**src/rtl/sle_pkg.sv**
```systemverilog
// ----------------------------------------------------------------------------
// sle_pkg
// Shared types, codes and sizes for the sorted list engine.
// ----------------------------------------------------------------------------
`default_nettype none

package sle_pkg;

	localparam int CAPACITY = 16;
	localparam int IDX_W    = $clog2(CAPACITY);
	localparam int CNT_W    = $clog2(CAPACITY + 1);
	localparam int OCC_W    = 5;

	localparam logic [2:0] OP_INSERT = 3'd0;
	localparam logic [2:0] OP_SEARCH = 3'd1;
	localparam logic [2:0] OP_DELETE = 3'd2;
	localparam logic [2:0] OP_POP    = 3'd3;
	localparam logic [2:0] OP_DUMP   = 3'd4;

	localparam logic [1:0] ST_OK        = 2'd0;
	localparam logic [1:0] ST_NOT_FOUND = 2'd1;
	localparam logic [1:0] ST_EMPTY     = 2'd2;
	localparam logic [1:0] ST_FULL      = 2'd3;

	typedef struct packed {
		logic [2:0]         opcode;
		logic signed [31:0] value;
	} req_t;

	typedef struct packed {
		logic [1:0]         status;
		logic               found;
		logic signed [31:0] element;
		logic [OCC_W-1:0]   occupancy;
		logic               last;
	} rsp_t;

	// controller to datapath
	typedef struct packed {
		logic capture;
		logic exec;
		logic dump;
	} cmd_t;

	// datapath to controller
	typedef struct packed {
		logic more_after_exec;
		logic last_dump;
	} sts_t;

endpackage

`default_nettype wire

```
**src/rtl/sorted_list_engine_unit.sv**
```systemverilog
// ----------------------------------------------------------------------------
// sorted_list_engine_unit
// Bounded ascending multiset of signed 32-bit values with insert, search,
// delete, pop-smallest and dump operations.
// ----------------------------------------------------------------------------
// Usage:
//   req channel (req_valid / req_stall / req) carries one word: opcode and
//   value. rsp channel (rsp_valid / rsp_stall / rsp) returns result words.
//   Each request yields one result word with last set, except a dump of a
//   non-empty store, which yields one word per stored value in ascending
//   order with last on the final one.
//   A word is captured when accepted and executed once the response
//   register is free; execution also loads the response register.
//   The store updates all entries in parallel through a row of compare
//   cells; a dump reads one entry per cycle unless the response stalls.
//   req_stall is high while a word is being executed or dumped. A stalled
//   response holds; the next request may still be accepted, and it waits
//   in the execute step until the response register is free.
//   Reset empties the store (count cleared); no clearing pass is needed.
// ----------------------------------------------------------------------------
`default_nettype none

module sorted_list_engine_unit (
	input  wire logic          clk,
	input  wire logic          arst_n,
	input  wire logic          req_valid,
	output logic               req_stall,
	input  wire sle_pkg::req_t req,
	output logic               rsp_valid,
	input  wire logic          rsp_stall,
	output sle_pkg::rsp_t      rsp
);

	sle_pkg::cmd_t cmd;
	sle_pkg::sts_t sts;

	sle_ctrl u_ctrl (
		.clk       (clk),
		.arst_n    (arst_n),
		.req_valid (req_valid),
		.req_stall (req_stall),
		.rsp_valid (rsp_valid),
		.rsp_stall (rsp_stall),
		.cmd       (cmd),
		.sts       (sts)
	);

	sle_datapath u_datapath (
		.clk    (clk),
		.arst_n (arst_n),
		.req    (req),
		.cmd    (cmd),
		.sts    (sts),
		.rsp    (rsp)
	);

endmodule

`default_nettype wire

```
**src/rtl/sle_ctrl.sv**
```systemverilog
// ----------------------------------------------------------------------------
// sle_ctrl
// Sequencer: accepts a word, runs the operation, steps through a dump and
// owns the response valid flag.
// ----------------------------------------------------------------------------
`default_nettype none

module sle_ctrl (
	input  wire logic          clk,
	input  wire logic          arst_n,
	input  wire logic          req_valid,
	output logic               req_stall,
	output logic               rsp_valid,
	input  wire logic          rsp_stall,
	output sle_pkg::cmd_t      cmd,
	input  wire sle_pkg::sts_t sts
);

	localparam logic [1:0] S_IDLE = 2'd0;
	localparam logic [1:0] S_EXEC = 2'd1;
	localparam logic [1:0] S_DUMP = 2'd2;

	logic [1:0] state_q, state_d;
	logic       rsp_valid_q;
	logic       out_free;

	assign out_free    = !rsp_valid_q || !rsp_stall;
	assign req_stall   = (state_q != S_IDLE);
	assign rsp_valid   = rsp_valid_q;

	assign cmd.capture = (state_q == S_IDLE) && req_valid;
	assign cmd.exec    = (state_q == S_EXEC) && out_free;
	assign cmd.dump    = (state_q == S_DUMP) && out_free;

	always_comb begin
		state_d = state_q;
		case (state_q)
			S_IDLE: begin
				if (req_valid) state_d = S_EXEC;
			end
			S_EXEC: begin
				if (out_free) state_d = sts.more_after_exec ? S_DUMP : S_IDLE;
			end
			S_DUMP: begin
				if (out_free && sts.last_dump) state_d = S_IDLE;
			end
			default: state_d = S_IDLE;
		endcase
	end

	always_ff @(posedge clk or negedge arst_n) begin
		if (!arst_n) begin
			state_q     <= S_IDLE;
			rsp_valid_q <= 1'b0;
		end else begin
			state_q <= state_d;
			if (cmd.exec || cmd.dump) rsp_valid_q <= 1'b1;
			else if (!rsp_stall)      rsp_valid_q <= 1'b0;
		end
	end

endmodule

`default_nettype wire

```
**src/rtl/sle_datapath.sv**
```systemverilog
// ----------------------------------------------------------------------------
// sle_datapath
// Ordered store as a row of compare cells; every entry updates in
// parallel for insert, delete and pop. Holds the response register.
// ----------------------------------------------------------------------------
`default_nettype none

module sle_datapath (
	input  wire logic          clk,
	input  wire logic          arst_n,
	input  wire sle_pkg::req_t req,
	input  wire sle_pkg::cmd_t cmd,
	output sle_pkg::sts_t      sts,
	output sle_pkg::rsp_t      rsp
);

	localparam int CAP   = sle_pkg::CAPACITY;
	localparam int IDX_W = sle_pkg::IDX_W;
	localparam int CNT_W = sle_pkg::CNT_W;
	localparam int OCC_W = sle_pkg::OCC_W;

	logic [2:0]         op_q;
	logic signed [31:0] val_q;
	logic signed [31:0] store_q [CAP];
	logic signed [31:0] store_d [CAP];
	logic [CNT_W-1:0]   count_q, count_d;
	logic [IDX_W-1:0]   idx_q;
	sle_pkg::rsp_t      rsp_q, rsp_d;

	logic [CAP-1:0] lt, eq;
	logic           empty, full, hit;

	assign empty = (count_q == '0);
	assign full  = (count_q == CNT_W'(CAP));
	assign hit   = |eq;

	// per-cell compares; entries at or past the count never match
	always_comb begin
		for (int i = 0; i < CAP; i++) begin
			lt[i] = (CNT_W'(i) < count_q) && (store_q[i] < val_q);
			eq[i] = (CNT_W'(i) < count_q) && (store_q[i] == val_q);
		end
	end

	assign sts.more_after_exec = (op_q == sle_pkg::OP_DUMP) && (count_q > CNT_W'(1));
	assign sts.last_dump       = (CNT_W'(idx_q) + CNT_W'(1) == count_q);

	always_comb begin
		for (int i = 0; i < CAP; i++) store_d[i] = store_q[i];
		count_d = count_q;
		rsp_d   = '0;
		rsp_d.last = 1'b1;
		if (cmd.dump) begin
			rsp_d.status  = sle_pkg::ST_OK;
			rsp_d.element = store_q[idx_q];
			rsp_d.last    = sts.last_dump;
		end else begin
			case (op_q)
				sle_pkg::OP_INSERT: begin
					if (full) begin
						rsp_d.status = sle_pkg::ST_FULL;
					end else begin
						// cells below the slot keep, the slot takes the value,
						// cells above take their lower neighbor
						store_d[0] = lt[0] ? store_q[0] : val_q;
						for (int i = 1; i < CAP; i++) begin
							if (lt[i])        store_d[i] = store_q[i];
							else if (lt[i-1]) store_d[i] = val_q;
							else              store_d[i] = store_q[i-1];
						end
						count_d = count_q + CNT_W'(1);
					end
				end
				sle_pkg::OP_SEARCH: begin
					rsp_d.status = hit ? sle_pkg::ST_OK : sle_pkg::ST_NOT_FOUND;
					rsp_d.found  = hit;
				end
				sle_pkg::OP_DELETE: begin
					if (empty) begin
						rsp_d.status = sle_pkg::ST_EMPTY;
					end else if (!hit) begin
						rsp_d.status = sle_pkg::ST_NOT_FOUND;
					end else begin
						// sorted, so the first match is the first cell not below
						for (int i = 0; i < CAP - 1; i++)
							if (!lt[i]) store_d[i] = store_q[i+1];
						count_d     = count_q - CNT_W'(1);
						rsp_d.found = 1'b1;
					end
				end
				sle_pkg::OP_POP: begin
					if (empty) begin
						rsp_d.status = sle_pkg::ST_EMPTY;
					end else begin
						for (int i = 0; i < CAP - 1; i++) store_d[i] = store_q[i+1];
						count_d       = count_q - CNT_W'(1);
						rsp_d.element = store_q[0];
					end
				end
				sle_pkg::OP_DUMP: begin
					if (empty) begin
						rsp_d.status = sle_pkg::ST_EMPTY;
					end else begin
						rsp_d.element = store_q[0];
						rsp_d.last    = (count_q == CNT_W'(1));
					end
				end
				default: rsp_d.status = sle_pkg::ST_OK;
			endcase
		end
		rsp_d.occupancy = OCC_W'(count_d);
	end

	always_ff @(posedge clk or negedge arst_n) begin
		if (!arst_n) begin
			count_q <= '0;
		end else if (cmd.exec) begin
			count_q <= count_d;
		end
	end

	always_ff @(posedge clk) begin
		if (cmd.capture) begin
			op_q  <= req.opcode;
			val_q <= req.value;
		end
		if (cmd.exec) begin
			for (int i = 0; i < CAP; i++) store_q[i] <= store_d[i];
			idx_q <= IDX_W'(1);
		end else if (cmd.dump) begin
			idx_q <= idx_q + IDX_W'(1);
		end
		if (cmd.exec || cmd.dump) rsp_q <= rsp_d;
	end

	assign rsp = rsp_q;

endmodule

`default_nettype wire

```
**config.mk**
```make
export PLATFORM = sky130hd
export DESIGN_NAME = sorted_list_engine_unit
export DESIGN_NICKNAME = d
export VERILOG_FILES = /design/src/rtl/sle_pkg.sv /design/src/rtl/sorted_list_engine_unit.sv /design/src/rtl/sle_ctrl.sv /design/src/rtl/sle_datapath.sv
export SDC_FILE = /design/constraint.sdc
export NUM_CORES = 2
export LEC_CHECK = 0
export ABC_AREA = 1
export BUFFER_PORTS_ARGS = -buffer_cell sky130_fd_sc_hd__buf_2
export CORE_MARGIN = 2
export CORE_UTILIZATION = 65
export CTS_CLUSTER_SIZE = 16
export DETAILED_ROUTE_END_ITERATION = 10
export PLACE_DENSITY_LB_ADDON = 0.08
export SYNTH_ARGS = -nofsm -noshare
export SYNTH_HDL_FRONTEND = slang
export SYNTH_SLANG_ARGS = --single-unit
```
**constraint.sdc**
```tcl
create_clock -name clk -period 5.8 [get_ports clk]
set_clock_uncertainty 0.05 [all_clocks]
set_input_delay 0 -clock clk [delete_from_list [all_inputs] [get_ports clk]]
set_output_delay 0 -clock clk [all_outputs]
set_load 0.01 [all_outputs]
```
======== After elaboration in Yosys (flattened, before gate mapping) ========
Memories as Yosys holds them, arrays and structs flattened. A register that Yosys moved wholly into a read port is not among the register bits.
Index checks and enable logic that the tools add are counted.
word-level totals
  RAM bits ................................ 512
  input port bits ......................... 39
  output and inout bits ................... 43
  word-level logic and storage cells ...... 210
  memories ................................ 1
  flip-flop bits (word level) ............. 88
memory list
  memory              depth  width  rd ports  clocked after Yosys merged registers in  write ports  line                source
  u_datapath.store_q  16     32     17        1                                        16           sle_datapath.sv:24  logic signed [31:0] store_q [CAP];
operators by class
  magnitude comparators ................... 33
  eq/ne operators ......................... 29
  muxes and demuxes ....................... 84
  $add $sub $neg .......................... 4
  reduce and logical (&&, ||, !) cells .... 48
operators with widths
  operator                                                                      number
  32-bit 2-to-1 mux                                                             50
  480-bit 2-to-1 mux                                                            3
  480-bit one-hot mux with 3 select lines                                       1
  512-bit 2-to-1 mux                                                            2
  32-bit equality test                                                          16
  32-bit less-than comparator                                                   16
  4-bit by 5-bit less-than comparator with 1-bit output (first input constant)  8
  1-bit logical AND                                                             37
  5-bit 2-to-1 mux                                                              5
  3-bit by 5-bit less-than comparator with 1-bit output (first input constant)  4
  16-bit OR reduction                                                           1
  5-bit one-hot mux with 3 select lines                                         1
  2-bit 2-to-1 mux                                                              7
  1-bit by 5-bit less-than comparator with 1-bit output (first input constant)  2
  2-bit by 5-bit less-than comparator with 1-bit output (first input constant)  2
  1-bit 2-to-1 mux                                                              10
  4-bit 2-to-1 mux                                                              2
  2-bit one-hot mux with 4 select lines                                         1
  3-bit by 2-bit equality test with 1-bit output (second input constant)        2
  2-bit one-hot mux with 3 select lines                                         1
  4-bit by 1-bit adder with 5-bit output (second input constant)                1
  5-bit by 1-bit adder with 5-bit output (second input constant)                1
  5-bit by 1-bit equality test with 1-bit output (second input constant)        1
  5-bit equality test                                                           1
  19 further kinds                                                              23

======== Depth between registers and ports, before layout ========
An unclocked memory read counts as a cell.
  depth in word-level cells ............... 8
  mapped depth ............................ 19
  depth with buffers taken out ............ 18

======== Cells and area by module ========
Synthesis repeated with hierarchy kept, for this count alone.
unflattened totals
  cells, all modules ...................... 6564
  area total of the unflattened synthesis .. 48856.9 um^2
modules (own cells, without submodules)
  module        sequential area each (um^2)  area an instance (um^2)  times used  cells each
  sle_datapath  17942.2                      48687.9                  1           6539
  sle_ctrl      75.1                         168.9                    1           25

======== Worst setup path after synthesis ========
Ideal clock, no wire load.
  kind .................................... register -> register
  from .................................... register, netlist name u_datapath.val_q[29]
  to ...................................... memory u_datapath.store_q[9][0] (enable)
  setup slack ............................. 1.272 ns
  cell stages (with the launch flop) ...... 13
  period minus slack after synthesis ...... 4.528 ns
  arrival time ............................ 4.057 ns
  path buffers ............................ 2
  library setup time ...................... 0.421 ns
  required time ........................... 5.329 ns
  cells stage by stage .................... edfxtp_1 inv_1 clkbuf_1 ha_1 a21o_1 a221oi_1 nand2_1 a21oi_1 nand3b_1 nand3_1 buf_2 nor2_1 nor2_1
RTL lines
  what           line
  end, declared  sle_datapath.sv:24

==> metrics.txt <==
most frequent cells after synthesis 1,986 x nand2_1, 588 x edfxtp_1, 566 x o21ai_0; sequential area share after synthesis 0.373; clk slew on worst S/H paths 60 ps; Final Hold Viols 0; Pleak 23.8 nW; Max VDD drop 267 uV; pre-CTS WS 1350 ps; remaining global-route overflow 0; fin util 0.711; hold crit path type in2reg; Synth cell types 56; Cell Pwr Density 463 nW/um^2; critical path data arrival time 4920 ps; count of yosys warnings during synthesis 0; DR DRC count 0; Crit Path Class reg2reg; slowest cell delay on critical path 780 ps; Post-DP HPWL 117,000 microns; DRT Pass-1 Iters 9; Reg-to-Reg End u_datapath.store_q[9][17]; count leader, synth nand2_1; CTS tree yes; clock buffer count from CTS 74; slack of the critical path 1170 ps; status complete, no violations; Pins Over Slew Limit 0; Routed WL 167,000 microns; crit path cell chain inv_1, ha_1, a21oi_1, o21ai_0, nand2_1, nand2_1, o21bai_1, nand2_1, nand2_1, nand3b_1, nand3_2, buf_4, nand2_1, nand3_1, o21ai_0; worst slew pin tran 1270 ps; number of I/O port buffers 81; reg-to-reg setup timing slack 1170 ps; clk_lat worst skew 640 ps; antenna violations before repair 2; vias per cell 6.48; synth top area cells edfxtp_1 37%, nand2_1 15%, ha_1 13%; Reg power frac 0.303; fraction of layout cells with a size suffix above 1 0.0592; Post-CTS Hold Buffers 39; hold slack 15.4 ps; routability cong. 0.970; clock network power share 0.183; min-delay src req[33]; post-route ant nets 0; Final Setup Violations 0; Post-synth EDFFs 588; share of the synthesized area in the top cell type 0.366; post-cts sizing count 0; Slowest-stage cell, CP inv_1; critical path peak fanout 29; most frequent CP cell nand2_1; Longest Clk Path Bufs 3; cells on worst reg2reg path 15; initial core utilization 0.659; Cell Area, Synth 48,300 sq um; first-pass GRT wire length 257,000 microns; initial DRC count 6,857; max_cap viols 0; vias in the first global route 44,900; syn avg cell area 7.48 sq um; clock sinks 604; CP Data Required Time 6090 ps; All-Layer GR Usage 0.426; period utilization 0.799; worst r2r src u_datapath.val_q[1]; Syn Nets 7,011; area leader, netlist edfxtp_1; Horiz. Die Dim 277 microns; routed length per placed instance 22.5 microns; Final nets 6,941; ys flop type edfxtp_1; RSZ-0062 raised after global routing false; switch share 0.479; Post-Synthesis Cells 6,455; Max-Slew Margin vs Limit 0.149; Async SR Flop Fraction 0.0132; Core Rows 99; routed vias 48,000; Int Pwr 0.0125 W; clk root buf clkbuf_16; CTS H-tree lvls 3; startpoint types flop; Final min period 4630 ps; WHS Endpoint u_datapath.op_q[1]; setup TNS 0 ps; Setup Buffers After CTS 0; die area 76,500 sq um; Critical Path End Type flop; Psw 0.0116 W; Max Freq 216 MHz; Core ar. 73,200 sq um; area grow syn2layout 7.77%; largest net degree at the start of global routing 211; Yosys reg bits 604; hold-critical path depth 2; I/O pin cnt 82; Die Y-Extent 277 microns; combinational power share 0.514
-- registers in the layout, indices dropped and copies added (netlist names), named ones only --
signal,cells
u_datapath.store_q,512
u_datapath.rsp,41
u_datapath.val_q,32
u_datapath.count_q,5
u_datapath.idx_q,4
u_datapath.op_q,3
u_ctrl.state_q,2
u_ctrl.rsp_valid,1
-- cell families (layout without fill, tap and decap cells) --
kind of cell    after synthesis  after routing  synth area share
simple gates               3154           3154             0.278
compound gates             1254           1254             0.138
buf+inv                     916            899            0.0746
flops                       604            604             0.373
fa+ha+maj                   517            517             0.134
xor+xnor                     10             10           0.00181
other cells                   0              1                 0
-- worst max path at each step --
stage                                     from                        end  slack (ps)  cells past startpoint
final                      u_datapath.val_q[1]  u_datapath.store_q[9][17]        1170                     15
after floorplan           u_datapath.val_q[29]   u_datapath.store_q[9][0]        1270                     12
after detailed placement  u_datapath.val_q[25]  u_datapath.store_q[2][24]        1350                     17
after global placement    u_datapath.val_q[25]   u_datapath.store_q[1][5]        1370                     17
after global routing       u_datapath.val_q[1]   u_datapath.store_q[9][6]        1040                     15
after CTS                 u_datapath.val_q[25]  u_datapath.store_q[2][20]        1340                     17
-- through the flow --
step / total power (W) / std cells / area, sq um
final: 0.0241 / 7398 / 52000
after CTS: 0.0237 / 7397 / 52000
after detailed placement: 0.0193 / 7229 / 49500
after floorplan: 0.0155 / 6455 / 48300
after global placement: 0.0189 / 7229 / 49500
after global routing: 0.0256 / 7397 / 52000
-- layer usage --
metal	routed length, microns	track usage	vias to the layer above
li1	-	-	22200
met1	64100	0.573	21900
met2	72700	0.653	3341
met3	21700	0.0886	520
met4	8190	0.212	4
met5	30	0	-
-- critical path: cells and delay by family, from the launching register on --
| family | cells | cell delay (ps) |
|---|---|---|
| AO/OA/AOI/OAI | 4 | 490 |
| adder cells (fa/ha/maj) | 1 | 390 |
| buffers and inverters | 2 | 1230 |
| flip-flops | 1 | 430 |
| AND/OR/NAND/NOR | 8 | 1730 |
-- layout make-up --
cell class / count / area [sq um]
clock buffer: 99 / 1990
clock inverter: 30 / 175
sequential: 604 / 18000
fill: 6194 / 21200
inverter: 513 / 1930
tap: 959 / 1200
multi-input combinational: 4935 / 26800
timing repair buffer: 257 / 1900
antenna: 1 / 2.50
-- power by group through the flow --
stage                     logic (W)  registers [W]  clock network, W
after floorplan             0.00851        0.00704                 0
after global placement       0.0116        0.00731                 0
after detailed placement     0.0119        0.00733                 0
after CTS                    0.0120        0.00725           0.00441
after global routing         0.0137        0.00737           0.00457
final                        0.0124        0.00730           0.00441
-- placed cells by master, fill, tap and decap left out, types with 4 or more instances in the layout --
| cell | Yosys | layout |
|---|---|---|
| dfrtp_1 | 8 | 8 |
| o21bai_1 | 10 | 10 |
| nor2_2 | 5 | 13 |
| o21a_1 | 7 | 7 |
| nor2_1 | 304 | 284 |
| nand2_1 | 1986 | 1985 |
| nor3_1 | 10 | 10 |
| dlygate4sd3_1 | 0 | 39 |
| o21ai_0 | 566 | 566 |
| a211oi_1 | 10 | 10 |
| clkinv_2 | 0 | 16 |
| clkbuf_1 | 284 | 22 |
| inv_1 | 508 | 506 |
| nand3_2 | 5 | 11 |
| clkbuf_16 | 0 | 75 |
| nand3_1 | 526 | 520 |
| nor4_1 | 5 | 5 |
| a21oi_1 | 498 | 498 |
| o21ai_1 | 9 | 8 |
| o22ai_1 | 34 | 34 |
| nor2_4 | 1 | 13 |
| clkinv_1 | 0 | 11 |
| nand3b_1 | 13 | 13 |
| nand2_2 | 8 | 9 |
| buf_4 | 8 | 131 |
| o31ai_1 | 4 | 4 |
| ha_1 | 517 | 517 |
| a31oi_1 | 22 | 22 |
| buf_12 | 0 | 6 |
| xor2_1 | 9 | 9 |
| edfxtp_1 | 588 | 588 |
| nand4_1 | 280 | 280 |
| o211ai_1 | 79 | 79 |
| buf_2 | 93 | 81 |
| dfxtp_1 | 8 | 5 |
Power figures use the tool's default switching activity.
